==> src/rtl/fasc_pkg.sv <==
// fasc_pkg: shared constants, types and decode functions for the framed
// attenuator and switch control block. no dependencies.

package fasc_pkg;

  localparam int unsigned ByteW  = 8;
  localparam int unsigned AttW   = 5;
  localparam int unsigned SwW    = 4;
  localparam int unsigned HistN  = 4;
  localparam int unsigned ResW   = 1 + 4 * AttW + SwW;
  localparam int unsigned ResPadW = ((ResW + 7) / 8) * 8;

  // frame bytes
  localparam logic [ByteW-1:0] HdrByte = 8'hAA;
  localparam logic [ByteW-1:0] TrlByte = 8'h55;
  localparam logic [ByteW-1:0] SumMask = 8'h0F;

  // switch commands, compared on the whole byte
  localparam logic [ByteW-1:0] CmdOfdm  = 8'h01;
  localparam logic [ByteW-1:0] CmdEcho  = 8'h02;
  localparam logic [ByteW-1:0] CmdUphop = 8'h04;

  localparam logic [AttW-1:0] AttAllOnes = 5'h1F;
  localparam logic [AttW-1:0] AttZero    = 5'h00;

  // switch bit positions: S12, S3, S4, S5 from bit 0 up
  localparam int unsigned SwS12 = 0;
  localparam int unsigned SwS3  = 1;
  localparam int unsigned SwS4  = 2;
  localparam int unsigned SwS5  = 3;

  localparam logic [SwW-1:0] SwEcho  = 4'b1010;  // S3 and S5
  localparam logic [SwW-1:0] SwUphop = 4'b1101;  // S12, S4 and S5
  localparam logic [SwW-1:0] SwReset = SwEcho;

  // attenuator mode from data bits 6:5
  typedef enum logic [1:0] {
    MODE_ST4 = 2'd0,
    MODE_ST3 = 2'd1,
    MODE_ST2 = 2'd2,
    MODE_ST1 = 2'd3
  } att_mode_e;

  // checked frame as seen on the byte that completes it
  typedef struct packed {
    logic             ok;
    logic [ByteW-1:0] data;
    logic [ByteW-1:0] cmd;
  } frame_t;

  // control words of the four stages, stage 4 first
  typedef struct packed {
    logic [AttW-1:0] st4;
    logic [AttW-1:0] st3;
    logic [AttW-1:0] st2;
    logic [AttW-1:0] st1;
  } att_t;

  // low five bits plus one, wrapping; zero turns into all ones
  function automatic logic [AttW-1:0] bumped(input logic [AttW-1:0] low5);
    logic [AttW-1:0] v;
    v = low5 + AttW'(1);
    return (v == AttZero) ? AttAllOnes : v;
  endfunction

endpackage

==> src/rtl/fasc_frame_check.sv <==
// fasc_frame_check: four-byte history and the frame check on each new byte.
// depends on fasc_pkg.

module fasc_frame_check (
  input  logic                         clk_i,
  input  logic                         rst_ni,
  input  logic                         accept_i,
  input  logic [fasc_pkg::ByteW-1:0]   byte_i,
  output fasc_pkg::frame_t             frame_o
);

  // entry 0 is the oldest byte
  logic [fasc_pkg::HistN-1:0][fasc_pkg::ByteW-1:0] hist_q, hist_d;
  logic [fasc_pkg::ByteW-1:0] sum;

  assign sum = (hist_q[1] + hist_q[2]) & fasc_pkg::SumMask;

  always_comb begin
    frame_o.ok   = (hist_q[0] == fasc_pkg::HdrByte) && (byte_i == fasc_pkg::TrlByte) &&
                   (hist_q[3] == sum);
    frame_o.data = hist_q[1];
    frame_o.cmd  = hist_q[2];
  end

  always_comb begin
    hist_d = hist_q;
    if (accept_i) begin
      hist_d = {byte_i, hist_q[3], hist_q[2], hist_q[1]};
    end
  end

  always_ff @(posedge clk_i or negedge rst_ni) begin
    if (!rst_ni) begin
      hist_q <= '0;
    end else begin
      hist_q <= hist_d;
    end
  end

endmodule

==> src/rtl/fasc_ctrl_state.sv <==
// fasc_ctrl_state: attenuator words and switch bits, updated by checked frames.
// depends on fasc_pkg.

module fasc_ctrl_state (
  input  logic                       clk_i,
  input  logic                       rst_ni,
  input  logic                       accept_i,
  input  fasc_pkg::frame_t           frame_i,
  output fasc_pkg::att_t             att_d_o,
  output logic [fasc_pkg::SwW-1:0]   sw_d_o
);

  fasc_pkg::att_t             att_q, att_d, att_dec;
  logic [fasc_pkg::SwW-1:0]   sw_q, sw_d, sw_dec;
  fasc_pkg::att_mode_e        mode;
  logic [fasc_pkg::AttW-1:0]  low5, bump;

  assign mode = fasc_pkg::att_mode_e'(frame_i.data[6:5]);
  assign low5 = frame_i.data[fasc_pkg::AttW-1:0];
  assign bump = fasc_pkg::bumped(low5);

  always_comb begin
    att_dec = att_q;
    // data of 128 or more keeps the attenuators
    if (!frame_i.data[fasc_pkg::ByteW-1]) begin
      case (mode)
        fasc_pkg::MODE_ST4: att_dec = '{low5, fasc_pkg::AttZero, fasc_pkg::AttZero,
                                         fasc_pkg::AttZero};
        fasc_pkg::MODE_ST3: att_dec = '{fasc_pkg::AttAllOnes, bump, fasc_pkg::AttZero,
                                         fasc_pkg::AttZero};
        fasc_pkg::MODE_ST2: att_dec = '{fasc_pkg::AttAllOnes, fasc_pkg::AttAllOnes, bump,
                                         fasc_pkg::AttZero};
        fasc_pkg::MODE_ST1: att_dec = '{fasc_pkg::AttAllOnes, fasc_pkg::AttAllOnes,
                                         fasc_pkg::AttAllOnes, bump};
        default:            att_dec = att_q;
      endcase
    end
  end

  always_comb begin
    sw_dec = sw_q;
    case (frame_i.cmd)
      fasc_pkg::CmdOfdm: begin
        sw_dec = sw_q;
        sw_dec[fasc_pkg::SwS5] = 1'b0;
      end
      fasc_pkg::CmdEcho:  sw_dec = fasc_pkg::SwEcho;
      fasc_pkg::CmdUphop: sw_dec = fasc_pkg::SwUphop;
      default:            sw_dec = sw_q;
    endcase
  end

  always_comb begin
    att_d = att_q;
    sw_d  = sw_q;
    if (accept_i && frame_i.ok) begin
      att_d = att_dec;
      sw_d  = sw_dec;
    end
  end

  assign att_d_o = att_d;
  assign sw_d_o  = sw_d;

  always_ff @(posedge clk_i or negedge rst_ni) begin
    if (!rst_ni) begin
      att_q <= '0;
      sw_q  <= fasc_pkg::SwReset;
    end else begin
      att_q <= att_d;
      sw_q  <= sw_d;
    end
  end

endmodule

==> src/rtl/framed_attenuator_and_switch_control_top.sv <==
// framed_attenuator_and_switch_control_top: stream wrapper with the result register.
// depends on fasc_pkg, fasc_frame_check and fasc_ctrl_state.

// Takes one received byte per slave transfer and returns one result per byte.
// Each byte is checked with the four before it as a frame: header 0xAA, data,
// command, checksum ((data + command) and 0x0F), trailer 0x55. Frames may
// overlap; there is no resync. A valid frame loads the four 5-bit attenuator
// words from the data byte (bits 6:5 select how many upper stages go to all
// ones; data of 128 or more leaves them alone) and the switch bits from the
// command byte (0x01 clears S5, 0x02 and 0x04 load fixed patterns). The result
// shows frame_ok and the state after the byte. The result of a slave transfer
// is registered into the output register; a byte can be taken
// every cycle, and the slave side stalls only while a result waits in the
// output register and the master side holds tready low.

module framed_attenuator_and_switch_control_top (
  input  logic                             clk_i,
  input  logic                             rst_ni,
  // slave side
  input  logic                             s_axis_tvalid_i,
  output logic                             s_axis_tready_o,
  input  logic [fasc_pkg::ByteW-1:0]       s_axis_tdata_i,   // rx_byte
  // master side
  output logic                             m_axis_tvalid_o,
  input  logic                             m_axis_tready_i,
  // frame_ok, att_stage4, att_stage3, att_stage2, att_stage1,
  // sw_a, sw_b, sw_c, sw_d, zero fill
  output logic [fasc_pkg::ResPadW-1:0]     m_axis_tdata_o
);

  logic                             accept;
  fasc_pkg::frame_t                 frame;
  fasc_pkg::att_t                   att_d;
  logic [fasc_pkg::SwW-1:0]         sw_d;
  logic                             out_valid_q, out_valid_d;
  logic [fasc_pkg::ResW-1:0]        res_q, res_d;

  // take a byte when the result register is empty or being drained
  assign s_axis_tready_o = !out_valid_q || m_axis_tready_i;
  assign accept          = s_axis_tvalid_i && s_axis_tready_o;

  fasc_frame_check u_frame_check (
    .clk_i    (clk_i),
    .rst_ni   (rst_ni),
    .accept_i (accept),
    .byte_i   (s_axis_tdata_i),
    .frame_o  (frame)
  );

  fasc_ctrl_state u_ctrl_state (
    .clk_i    (clk_i),
    .rst_ni   (rst_ni),
    .accept_i (accept),
    .frame_i  (frame),
    .att_d_o  (att_d),
    .sw_d_o   (sw_d)
  );

  // result word, frame_ok in bit 0
  assign res_d = {sw_d[fasc_pkg::SwS5], sw_d[fasc_pkg::SwS4], sw_d[fasc_pkg::SwS3],
                  sw_d[fasc_pkg::SwS12], att_d.st1, att_d.st2, att_d.st3, att_d.st4,
                  frame.ok};

  always_comb begin
    out_valid_d = out_valid_q;
    if (accept) begin
      out_valid_d = 1'b1;
    end else if (m_axis_tready_i) begin
      out_valid_d = 1'b0;
    end
  end

  always_ff @(posedge clk_i or negedge rst_ni) begin
    if (!rst_ni) begin
      out_valid_q <= 1'b0;
    end else begin
      out_valid_q <= out_valid_d;
    end
  end

  // payload register, no reset needed
  always_ff @(posedge clk_i) begin
    if (accept) begin
      res_q <= res_d;
    end
  end

  assign m_axis_tvalid_o = out_valid_q;
  assign m_axis_tdata_o  = {{(fasc_pkg::ResPadW - fasc_pkg::ResW){1'b0}}, res_q};

endmodule
==> config.mk <==
export PLATFORM = sky130hd
export DESIGN_NAME = framed_attenuator_and_switch_control_top
export DESIGN_NICKNAME = d
export VERILOG_FILES = /design/src/rtl/fasc_pkg.sv /design/src/rtl/fasc_frame_check.sv /design/src/rtl/fasc_ctrl_state.sv /design/src/rtl/framed_attenuator_and_switch_control_top.sv
export SDC_FILE = /design/constraint.sdc
export NUM_CORES = 1
export LEC_CHECK = 0
export BUFFER_PORTS_ARGS = -buffer_cell sky130_fd_sc_hd__buf_2
export CORE_MARGIN = 5
export CORE_UTILIZATION = 35
export CTS_CLUSTER_DIAMETER = 150
export CTS_CLUSTER_SIZE = 16
export DETAILED_ROUTE_END_ITERATION = 8
export SETUP_SLACK_MARGIN = 0.02
export SYNTH_ARGS = -nofsm -noshare
export SYNTH_HDL_FRONTEND = slang
export SYNTH_HIERARCHICAL = 1
export SYNTH_SLANG_ARGS = --single-unit
==> constraint.sdc <==
create_clock -name clk_i -period 2.6 [get_ports clk_i]
set_clock_uncertainty 0.05 [all_clocks]
set_input_delay 0.52 -clock clk_i [delete_from_list [all_inputs] [get_ports clk_i]]
set_output_delay 0.52 -clock clk_i [all_outputs]
set_load 0.005 [all_outputs]
[Word level (Yosys, flattened, before mapping)]
Index checks and enable logic that the tools add are counted.
Storage, ports and cells
  flip-flop bits (word level): 82
  input bits: 12
  logic and storage cells: 39
  output and inout bits: 34
Cells by class
  equality and inequality tests: 9
  add/sub/neg operators: 2
  mux-type cells: 8
  reductions and logical operators: 9
Operator list (number)
  20-bit case mux with 4 select lines: 1
  20-bit two-way mux: 2
  4-bit case mux with 3 select lines: 1
  8-bit by 1-bit == test with 1-bit output, second input constant: 1
  8-bit by 2-bit == test with 1-bit output, second input constant: 1
  8-bit by 3-bit == test with 1-bit output, second input constant: 1
  8-bit by 4-bit == test with 1-bit output: 1
  8-bit by 7-bit == test with 1-bit output, second input constant: 1
  8-bit == test, second input constant: 1
  5-bit by 1-bit adder with 5-bit output, second input constant: 1
  5-bit zero test: 1
  5-bit two-way mux: 1
  4-bit adder: 1
  2-bit == test, second input constant: 2
  1-bit logical AND: 4
  4-bit two-way mux: 1
  2-bit by 1-bit == test with 1-bit output, second input constant: 1
  2-bit zero test: 1
  1-bit two-way mux: 2
  2-bit nonzero test: 1
  1-bit zero test: 1
  1-bit logical OR: 1

[Depth between registers and ports, before layout]
  depth after elaboration: 6
  mapped depth: 12
  mapped depth without buffers: 11

[By module]
The synthesis kept the hierarchy.
Modules (own cells, without submodules)
  fasc_frame_check: sequential area each 800.8 um2, times used 1, area an instance 1512.7 um2, cells each 110
  fasc_ctrl_state: sequential area each 603.1 um2, times used 1, area an instance 1216.2 um2, cells each 129
  framed_attenuator_and_switch_control_top: sequential area each 775.7 um2, times used 1, area an instance 860.8 um2, cells each 37

[Least setup slack after synthesis]
OpenSTA, ideal clock, no wires.
  path kind: register to register
  start point: reg u_frame_check.hist_q (netlist bit u_frame_check/frame_o[0])
  end point: reg res_q[22] (netlist name) (data pin)
  cell stages (with the launch flop): 12
  setup time: 0.262 ns
  arrival: 2.278 ns
  data required time: 2.288 ns
  path slack: 0.010 ns
  cells stage by stage: dfrtp_1 > ha_1 > inv_1 > fa_1 > xnor2_1 > xnor2_1 > nand4_1 > nor3_2 > nand2_1 > nor4_4 > a21boi_1 > o22a_1
RTL lines
  from (decl): line fasc_frame_check.sv:13  | logic [fasc_pkg::HistN-1:0][fasc_pkg::ByteW-1:0] hist_q, hist_d;
  from (signal assigned): line fasc_frame_check.sv:36  | hist_q <= hist_d;
  to (signal assigned): line framed_attenuator_and_switch_control_top.sv:84  | res_q <= res_d;
  to (decl): line framed_attenuator_and_switch_control_top.sv:36  | logic [fasc_pkg::ResW-1:0] res_q, res_d;

==> key figures <==
STA
  – Final setup violation count: 13
  – Highest clock rate: 0.374 GHz
  – Final worst setup slack: -0.0749 ns
  – Minimum clock period: between 2 and 3 ns
  – Max-slew violation total from the final report: 0
  – Aggregate negative setup slack: -0.501 ns
  – Final Hold Violating Endpoints: 0
  – RSZ-0062 raised after global routing: true
  – Final worst path period share: 103%

Global routing
  – Global-route wire length before repair: about 11000 um
  – Number of antenna violations at the first check in global routing: 0
  – Largest net degree at the start of global routing: 33
  – Overall fraction of global-route tracks in use: a little under an eighth
  – Sum of overflow across all layers after global routing: 0
  – Via count of the first global-routing pass: 2326

Logic synthesis
  – Mean Syn Cell Area: between 10 and 15 um^2
  – Dominant register cell in the synthesized netlist: dfrtp_1
  – Proportion of register bits with asynchronous set or reset after synthesis: 69.5%
  – Mapped cell area: about 3600 um^2
  – Seq/Total Area, Yosys: around 60%
  – Flip-flop and latch count after synthesis: just over 80
  – Synth warn: 6
  – Count of unique library cells instantiated by Yosys: 47
  – Synthesized netlist cell count: 276
  – Number of synthesized flops with an enable pin: 25

Floorplanning
  – Std-Cell Rows: 37
  – Standard cell core area: 10200 um^2
  – Area of the die: about 12000 um^2
  – Boundary pin count: 46
  – DIE WIDTH: about 110 um
  – Initial core utilization: between 30% and 40%
  – Die H: between 100 and 150 um

Pwr
  – Net Switching: ~0.89 mW
  – Proportion of power drawn by combinational gates: a little over a fifth
  – Internal power: roughly 2.3 mW
  – Switching power as a share of total power: about 28%
  – Sequential Power Share: between 50% and 60%
  – Pwr per Cell Area: between 700 and 800 nW/um^2
  – Leakage: 1.86 nW
  – Largest vdd supply drop: about 0.00035 V
  – Relative contribution of the clock network to total power: between 20 and 30%

Cells and area
  – Final design instance area without fill: around 4300 um^2
  – Area taken by flip-flops and latches: ~2200 um^2
  – Number of nets at the end of the flow: 346
  – Most common cell after layout, fill and taps aside: dfrtp_1
  – Syn-to-layout area delta: 19.5%
  – Final core utilization: 42.1%
  – Antenna cells: 0
  – Most frequent cells in the layout: dfrtp_1 (55), buf_2 (38), mux2_2 (30)
  – Final Non-Filler Cells: 469
  – Total area of multi-input combinational cells: 1290 um^2
  – Fillers: 1001
  – Fraction of final layout cells with drive strength greater than 1: roughly 44%

Place
  – Final estimated routing congestion in global placement: 0.852
  – Detailed Place HPWL: around 4900 um
  – Placement-stage worst setup slack: -0.139 ns
  – Placed cells: roughly 440
  – Placed Area: 3890 um^2
  – Total of buffers placed on input and output ports: 38

Drt
  – DRC violations left: 0
  – 1st-pass router iterations: 5
  – Post-detailed-routing wire length: roughly 7000 um
  – Via-to-Cell Ratio: ~4.7
  – Detailed-route wire length per cell: between 10 and 15 um
  – DRC violation total after the first TritonRoute iteration: 57
  – Residual antenna-violating net count after detailed routing: 0
  – Total via count in the routed design: 2219

Clock network
  – Later-pin clock latency in the skew report: roughly 0.34 ns
  – Maximum clock insertion buffer count: 2
  – Total clock sinks: 82
  – Clock slew at reported path FFs: roughly 0.08 ns
  – Clock tree root driver cell: clkbuf_8
  – Hold-fix buffers at CTS: 0
  – TritonCTS clock tree: yes
  – H-tree lvl count: 3
  – TritonCTS Buffers: 9

Min path
  – Worst hold path type: in -> async

Worst setup path
  – Maximum net fanout on the critical path: 6
  – Required time of the worst setup path: about 2.6 ns
  – Nature of the critical path endpoint: flip-flop
  – Critical Path Start Type: flip-flop
  – Critical path start-end classification: reg -> reg
  – Data arrival time of the worst path: around 2.7 ns

Status
  – Violated checks: setup timing
  – Status: finished with violations

Job
  – Max_cap viols: 0
## metrics by stage
step                power, mW  hold WS [ns]
global route             3.33        0.0877
detailed placement       2.27         0.412
finish                   3.15        0.0653
floorplan                2.15         0.174
global placement         2.25         0.403
CTS                      3.17        0.0668
## worst max-delay path: stages, from the launching register on
cell	delay, ns
dfrtp_1	0.35
ha_2	0.19
inv_2	0.04
fa_2	0.53
xor2_1	0.16
nand4_1	0.13
nor3_2	0.16
buf_4	0.15
and3b_2	0.26
buf_4	0.15
nand2b_4	0.07
o21ai_0	0.10
a31oi_1	0.09
## layer usage
metal | track usage [%] | wire length (um)
met4 | 5.27 | 60
met3 | 3.17 | 266
met5 | 0 | 0
met2 | 17.8 | 3320
met1 | 15.0 | 3170
## layout make-up
cell class              count  area share [%]
inverters                   6           0.525
repair buffers             67            10.4
flip-flops and latches     82            50.8
clock inverters             6            1.37
well taps                 136            3.97
clock buffers              10            2.98
multi-input cells         162            30.0
## kinds of logic (layout without fill, tap and decap cells)
| kind of cell | Yosys count | count (layout) | share of synthesized area, % |
|---|---|---|---|
| AOI/OAI and AO/OA | 52 | 52 | 8.61 |
| xor gates and xnor gates | 9 | 9 | 2.20 |
| adders and majority gates | 6 | 6 | 2.30 |
| buffers and inverters | 38 | 89 | 6.69 |
| DFF | 82 | 82 | 60.7 |
| muxes | 30 | 30 | 9.41 |
| other | 1 | 7 | 0.104 |
| and+or+nand+nor | 58 | 58 | 9.97 |
## final timing paths
check | from | to | slack [ns] | cells after the start
min in group clk_i | s_axis_tvalid_i | m_axis_tvalid_o$_DFFE_PN0P_ | 0.33 | 2
max | u_frame_check/frame_o[8]$_DFFE_PN0P_ | res_q[14]$_DFFE_PP_ | -0.07 | 12
max reg2reg | u_frame_check/frame_o[8]$_DFFE_PN0P_ | res_q[14]$_DFFE_PP_ | -0.07 | 12
min | rst_ni | u_frame_check/frame_o[13]$_DFFE_PN0P_ | 0.07 | 1
min reg2reg | u_ctrl_state/att_q[17]$_DFF_PN0_ | u_ctrl_state/att_q[17]$_DFF_PN0_ | 0.42 | 2
max in group asynchronous | rst_ni | u_ctrl_state/sw_q[1]$_DFF_PN1_ | 1.72 | 2
## power by group through the flow
stage / Sequential, mW / Clock (mW) / Combinational, mW
5_1_grt: 1.63 / 0.955 / 0.740
3_5_place_dp: 1.63 / 0 / 0.642
2_1_floorplan: 1.59 / 0 / 0.561
3_3_place_gp: 1.63 / 0 / 0.623
6_report: 1.61 / 0.872 / 0.667
4_1_cts: 1.61 / 0.900 / 0.661
## registers in the layout, summed over array words and instances (netlist names)
| signal | count |
|---|---|
| res_q | 25 |
| u_ctrl_state/att_q | 20 |
| u_frame_check/frame_o | 16 |
| u_frame_check/hist_q | 16 |
| u_ctrl_state/sw_q | 4 |
| m_axis_tvalid_o | 1 |
## synthesized netlist by cell type (2+ instances only)
| master | instances | share of area [%] |
|---|---|---|
| clkbuf_1 | 4 | 0.42 |
| buf_2 | 3 | 0.42 |
| nor3b_1 | 2 | 0.42 |
| xnor2_1 | 7 | 1.7 |
| nand4_1 | 2 | 0.35 |
| a21oi_1 | 10 | 1.4 |
| mux2_2 | 30 | 9.4 |
| nor4b_1 | 3 | 0.73 |
| o21ai_0 | 24 | 3.3 |
| nor2_1 | 6 | 0.63 |
| inv_1 | 6 | 0.63 |
| nor3_1 | 2 | 0.28 |
| buf_4 | 25 | 5.2 |
| dfstp_2 | 2 | 1.5 |
| nand2_1 | 18 | 1.9 |
| nand2b_1 | 5 | 0.87 |
| edfxtp_1 | 25 | 21 |
| dfrtp_1 | 55 | 38 |
| a31oi_1 | 8 | 1.4 |
| ha_1 | 5 | 1.7 |
| xor2_1 | 2 | 0.49 |
| a21o_1 | 3 | 0.63 |
| nand3_1 | 4 | 0.56 |
| or2_2 | 2 | 0.35 |
## what timing repair did
| action | CTS | global route |
|---|---|---|
| setup buffers | 5 | 5 |
| cloned | 0 | 1 |
| gates resized for setup | 14 | 26 |
| pin swaps | 13 | 5 |
| endpoints found under the setup margin | 40 | 48 |
(Power assumes the default switching activity.)
